### src/rtl/tst_pkg.sv
// Shared types, codes, constants and level/score helpers of the trust score table.
package tst_pkg;

   localparam int MAX_ENTRIES_DEFAULT = 128;
   localparam int VIOLATION_PENALTY   = 50;

   localparam logic [9:0] SCORE_MAX    = 10'd1000;
   localparam logic [9:0] SCORE_LEVEL1 = 10'd200;
   localparam logic [9:0] SCORE_LEVEL2 = 10'd400;
   localparam logic [9:0] SCORE_LEVEL3 = 10'd600;
   localparam logic [9:0] SCORE_LEVEL4 = 10'd900;
   localparam logic [9:0] SCORE_STEP   = 10'd200;
   localparam logic [2:0] LEVEL_MAX    = 3'd4;

   typedef enum logic [2:0] {
      OP_REGISTER  = 3'd0,
      OP_VIOLATION = 3'd1,
      OP_GOOD      = 3'd2,
      OP_ELEVATE   = 3'd3,
      OP_DEMOTE    = 3'd4,
      OP_QUERY     = 3'd5
   } tst_op_type;

   typedef enum logic [1:0] {
      STATUS_OK        = 2'd0,
      STATUS_NOT_FOUND = 2'd1,
      STATUS_FULL      = 2'd2
   } tst_status_type;

   typedef enum logic [1:0] {
      ST_IDLE,
      ST_SCAN,
      ST_UPDATE,
      ST_RESP
   } tst_state_type;

   typedef struct packed {
      logic [2:0]  opcode;
      logic [31:0] subject_id;
      logic [2:0]  level_arg;
      logic [15:0] amount;
   } tst_req_type;

   typedef struct packed {
      logic [1:0]  status;
      logic        allowed;
      logic [2:0]  level;
      logic [9:0]  score;
      logic [31:0] violation_count;
      logic [31:0] good_count;
      logic [31:0] elevation_total;
      logic [31:0] demotion_total;
      logic [31:0] recalc_total;
      logic [7:0]  entries_used;
   } tst_rsp_type;

   typedef struct packed {
      logic [31:0] key;
      logic [2:0]  level;
      logic [9:0]  score;
      logic [31:0] violations;
      logic [31:0] goods;
   } tst_entry_type;

   typedef struct packed {
      logic elevate;
      logic demote;
      logic recalc;
      logic allowed;
   } tst_update_flags_type;

   function automatic logic [2:0] sat_level(input logic [2:0] lvl);
      return (lvl > LEVEL_MAX) ? LEVEL_MAX : lvl;
   endfunction

   function automatic logic [9:0] level_score(input logic [2:0] lvl);
      logic [9:0] s;
      case (lvl)
         3'd0:    s = 10'd0;
         3'd1:    s = SCORE_STEP;
         3'd2:    s = 10'(2 * SCORE_STEP);
         3'd3:    s = 10'(3 * SCORE_STEP);
         default: s = 10'(4 * SCORE_STEP);
      endcase
      return s;
   endfunction

   function automatic logic [2:0] score_to_level(input logic [9:0] s);
      logic [2:0] lvl;
      if (s < SCORE_LEVEL1)      lvl = 3'd0;
      else if (s < SCORE_LEVEL2) lvl = 3'd1;
      else if (s < SCORE_LEVEL3) lvl = 3'd2;
      else if (s < SCORE_LEVEL4) lvl = 3'd3;
      else                       lvl = 3'd4;
      return lvl;
   endfunction

endpackage

### src/rtl/tst_update.sv
// Entry update unit: applies one request to a matched entry and reports counter events.
module tst_update (
   input  tst_pkg::tst_entry_type        entry_in,
   input  tst_pkg::tst_req_type          req,
   output tst_pkg::tst_entry_type        entry_out,
   output tst_pkg::tst_update_flags_type flags
);
   import tst_pkg::*;

   logic [21:0] penalty;
   logic [16:0] sum;
   logic [2:0]  lsat;
   logic [2:0]  score_lvl;

   assign penalty = 22'(req.amount) * 22'(VIOLATION_PENALTY);
   assign sum     = 17'(entry_in.score) + 17'(req.amount);
   assign lsat    = sat_level(req.level_arg);

   always_comb begin
      entry_out = entry_in;
      flags     = '0;
      score_lvl = 3'd0;
      case (req.opcode)
         OP_VIOLATION: begin
            entry_out.violations = entry_in.violations + 32'd1;
            if (22'(entry_in.score) > penalty) begin
               entry_out.score = entry_in.score - penalty[9:0];
            end else begin
               entry_out.score = 10'd0;
            end
            flags.recalc = 1'b1;
         end
         OP_GOOD: begin
            entry_out.goods = entry_in.goods + 32'd1;
            if (entry_in.score < SCORE_MAX) begin
               entry_out.score = (sum > 17'(SCORE_MAX)) ? SCORE_MAX : sum[9:0];
            end
            flags.recalc = 1'b1;
         end
         OP_ELEVATE: begin
            if (lsat > entry_in.level) begin
               entry_out.level = lsat;
               entry_out.score = level_score(lsat);
               flags.elevate   = 1'b1;
            end
         end
         OP_DEMOTE: begin
            if (lsat < entry_in.level) begin
               entry_out.level = lsat;
               entry_out.score = level_score(lsat);
               flags.demote    = 1'b1;
            end
         end
         OP_QUERY: begin
            flags.allowed = (entry_in.level >= req.level_arg);
         end
         default: begin
         end
      endcase
      if (flags.recalc) begin
         score_lvl       = score_to_level(entry_out.score);
         flags.elevate   = (score_lvl > entry_in.level);
         flags.demote    = (score_lvl < entry_in.level);
         entry_out.level = score_lvl;
      end
   end

endmodule

### config.mk
export PLATFORM = sky130hd
export DESIGN_NAME = tst_update
export DESIGN_NICKNAME = d
export VERILOG_FILES = /design/src/rtl/tst_pkg.sv /design/src/rtl/tst_update.sv
export SDC_FILE = /design/constraint.sdc
export NUM_CORES = 1
export LEC_CHECK = 0
export ABC_AREA = 1
export BUFFER_PORTS_ARGS = -buffer_cell sky130_fd_sc_hd__buf_2
export CAP_MARGIN = 20
export CORE_MARGIN = 3
export CORE_UTILIZATION = 45
export DETAILED_ROUTE_END_ITERATION = 10
export PLACE_DENSITY = 0.91
export REMOVE_ABC_BUFFERS = 1
export SLEW_MARGIN = 25
export SYNTH_ARGS = -nofsm -noshare
export SYNTH_HDL_FRONTEND = slang
export SYNTH_SLANG_ARGS = --single-unit
export TNS_END_PERCENT = 20
### constraint.sdc
create_clock -name vclk -period 6.5
set_clock_uncertainty 0.15 [all_clocks]
set_input_delay 1.3 -clock vclk [all_inputs]
set_output_delay 1.3 -clock vclk [all_outputs]
set_load 0.1 [all_outputs]
Yosys cells after proc, flatten, opt, wreduce, memory -nomap -nowiden
Cells that the tools add are included.
Widths: inputs -> output; s select.
{"block": "op_classes", "order_cmp": 13, "addsub": 4, "n_reduce_logical": 2, "div": 0, "multipliers": 1, "muxes": 24, "n_eq_ne": 8, "n_bitwise": 0, "n_shift": 0}
{"op": "$pmux 10 s4", "n": 2}
{"op": "$add 32x1->32 const B", "n": 2}
{"op": "$mux 32", "n": 2}
{"op": "$lt 10x10->1 const B", "n": 3}
{"op": "$mux 10", "n": 3}
{"op": "$mux 13", "n": 2}
{"op": "$gt 10x22->1", "n": 1}
{"op": "$mul 16x5->21 const B", "n": 1}
{"op": "$mux 3", "n": 7}
{"op": "$add 10x16->17", "n": 1}
{"op": "$gt 17x10->1 const B", "n": 1}
{"op": "$eq 3x2->1 const B", "n": 4}
{"op": "$lt 10x8->1 const B", "n": 1}
{"op": "$lt 10x9->1 const B", "n": 1}
{"op": "$sub 10x10->10", "n": 1}
{"op": "$eq 3x1->1 const B", "n": 2}
{"op": "$eq 3x3->1 const B", "n": 2}
{"op": "$gt 3x3->1", "n": 2}
{"op": "$lt 3x3->1", "n": 2}
{"op": "$mux 1", "n": 6}
{"op": "$pmux 3 s2", "n": 1}
{"op": "$ge 3x3->1", "n": 1}
{"op": "$gt 3x3->1 const B", "n": 1}
{"op": "$logic_not 3->1", "n": 1}
{"op": "2 further kinds", "n": 2}
{"block": "totals", "register_bits": 0, "elab_cells": 52, "latch_bits": 0, "output_inout_bits": 113, "mem_bits_ro": 0, "mem_bits_rw": 0, "mem_count": 0}

Depth between registers and ports, before layout
{"block": "depth", "ltp_word": 14, "mapped_depth": 34}

Least setup slack after synthesis
OpenSTA, ideal clock, no wires.
{"block": "synth_path", "kind": "input to output", "startpoint": "input port req[3] (netlist name)", "endpoint": "output port flags[3] (netlist name)", "path_stages": 31, "path_slack_ns": -3.929, "arrival_time_ns": 8.979, "path_buffers": 0, "cell_sequence": "ha_1 -> ha_1 -> inv_1 -> fa_1 -> inv_1 -> ha_1 -> or2_2 -> nand2_1 -> xor2_1 -> ha_1 -> nand2_1 -> inv_1 -> nand2_1 -> nand2_1 -> nand2_1 -> nor2_1 -> nand3_1 -> nor2_1 -> nand4_1 -> a21oi_1 -> nand2_1 -> nor2_1 -> nand2_1 -> nand2_1 -> nand2_1 -> nand2_1 -> nand2_1 -> ha_1 -> o21ai_0 -> o21ai_0 -> o21ai_0"}
{"element": "start, declared", "line_no": "tst_update.sv:4", "source": "input tst_pkg::tst_req_type req,"}
{"element": "end, declared", "line_no": "tst_update.sv:6", "source": "output tst_pkg::tst_update_flags_type flags"}

==> flow_summary.json <==
{
  "via_per_inst": 5.59,
  "max_freq_mhz": 132,
  "track_usage_pct": 29.6,
  "io_buffers": 180,
  "setup_ws_ps": -1060,
  "clock_buffers": 0,
  "grt_pass1_vias": 8052,
  "synth_seq_area_share_pct": 0,
  "seq_cells": 0,
  "syn_area_per_cell_um2": 5.68,
  "yosys_warnings": 0,
  "cp_slowest_cell": "fa_1",
  "drt_iter0_drc": 671,
  "hold_path.class": "input port to primary output",
  "holdWs_ps": 2450,
  "cp-startpoint": "req[4]",
  "endpoint_kind": "primary output",
  "maxSlewViolCount": 0,
  "peakVddDrop_uv": 126,
  "status": "complete, but fails checks",
  "drive_above_1_share_pct": 31.4,
  "ios": 276,
  "wl_per_cell_um": 16.3,
  "synth_cell_types": 46,
  "hold_start": "entry_in[100]",
  "total_power_mw": 1.55,
  "drc": 0,
  "ff_latch_area_um2": 0,
  "diodes": 0,
  "worst_slew_pin_slew_ps": 510,
  "arrival_ps": 6110,
  "ys_top_cells_by_count": "nand2_1 (285), inv_1 (212), nor2_1 (96)",
  "min_period_ps": 7560,
  "die_area_um2": 14900,
  "synth_top_area_share_pct": 17.7,
  "powerDensity_nw_per_um2": 181,
  "cpPeakStageDelay_ps": 510,
  "failed_checks": "setup timing",
  "max_slew_margin_pct": 66.2,
  "critPathKind": "input port to primary output",
  "dr.pass1.iters": 7,
  "tns_ps": -3550,
  "core_region_area_um2": 12900,
  "cp-start-kind": "input port",
  "hpwl_um": 18600,
  "hold_viol_final": 0,
  "vias": 8451,
  "rows": 41,
  "synth_most_common_cell": "nand2_1",
  "path_max_fanout": 3,
  "wl_um": 24700,
  "dp_slack_ps": -1340,
  "worstPathRequired_ps": 5050,
  "p_leak_nw": 4.88,
  "fin_crit_sh_pct": 116,
  "antenna_found_initial": 0,
  "rsz0062_at_grt": "true",
  "die_w_um": 122,
  "layout.nets": 1601,
  "drv_cap": 0,
  "antenna_left": 0,
  "area_growth_pct": 41.9,
  "ys_top_cells_by_area": "nand2_1 (18%), ha_1 (17%), inv_1 (13%)",
  "finalSetupViolCount": 7,
  "fin_util_pct": 66.6,
  "fp.dieH_um": 122,
  "syn_area_um2": 6040,
  "gp_congestion": 0.941,
  "cts_hold_buf": 0,
  "grt_pass1_wl_um": 36500,
  "start_util_pct": 46.9,
  "grt_max_degree": 15,
  "synthCells": 1064,
  "grt_overflow": 0,
  "yosys.area.top_type": "nand2_1"
}
layout by cell type, fill, tap and decap left out, drive strengths merged, types with 2 or more instances in the layout:
master / instances
nor4: 11
a21oi: 44
o21ai: 37
a221oi: 3
xor2: 44
o211ai: 2
nand3b: 9
nand2: 287
fa: 13
or2: 4
buf: 309
nand3: 90
xnor2: 20
nand4: 25
inv: 216
nor2: 104
ha: 84
nor3: 23
a31oi: 3
stage by stage:
| step | instances | instance area [um^2] |
|---|---|---|
| 5_1_grt | 1511 | 8570 |
| 6_report | 1511 | 8570 |
| 2_1_floorplan | 1030 | 5800 |
| 3_3_place_gp | 1499 | 8030 |
| 3_5_place_dp | 1499 | 8030 |
| 4_1_cts | 1506 | 8330 |
critical path: cells and delay by family:
family | cells | cell delay (ps)
compound gates | 4 | 630
simple gates | 12 | 1210
xor+xnor | 1 | 160
buf+inv | 9 | 950
fa+ha+maj | 6 | 1820
kinds of logic (layout without fill, tap and decap cells):
kind of cell             count (synthesis)  in the layout  share of synthesized area, %
buffers and inverters                  251            526                          17.6
AO/OA/AOI/OAI                           98             98                          8.92
adder cells (fa/ha/maj)                 97             97                          21.7
AND/OR/NAND/NOR                        554            554                          42.5
XOR/XNOR                                64             64                          9.27
metal layers:
layer / wire length, um / track usage (%) / share of wire (%) / vias to the layer above
met1: 9100 / 34.4 / 37 / 3806
met2: 12000 / 52.7 / 49 / 568
li1: - / - / - / 3925
met4: 1220 / 11.3 / 4.9 / 0
met3: 2350 / 6.55 / 9.5 / 152
met5: 0 / 2.08 / 0 / -
final timing paths:
check              to  slack [ps]  cells after the start
max          flags[3]       -1060                     32
min    entry_out[100]        2450                      0
report_power, final:
group | internal (mW) | total [mW] | switching, mW
combinational | 0.584 | 1.55 | 0.966
clock | 0 | 0 | 0
sequential | 0 | 0 | 0
total | 0.584 | 1.55 | 0.966
cell type report:
type | count | area, um^2
inverter | 217 | 817
timing repair buffer | 309 | 2140
tap | 172 | 215
multi-input combinational | 813 | 5400
fill | 1003 | 4300
timing repair:
| item | CTS | global route |
|---|---|---|
| pin swaps | 36 | 25 |
| setup endpoints to repair | 14 | 15 |
| setup buffers | 7 | 5 |
| gates resized for setup | 50 | 44 |
| gates cloned | 0 | 0 |
(Power assumes the default switching activity.)
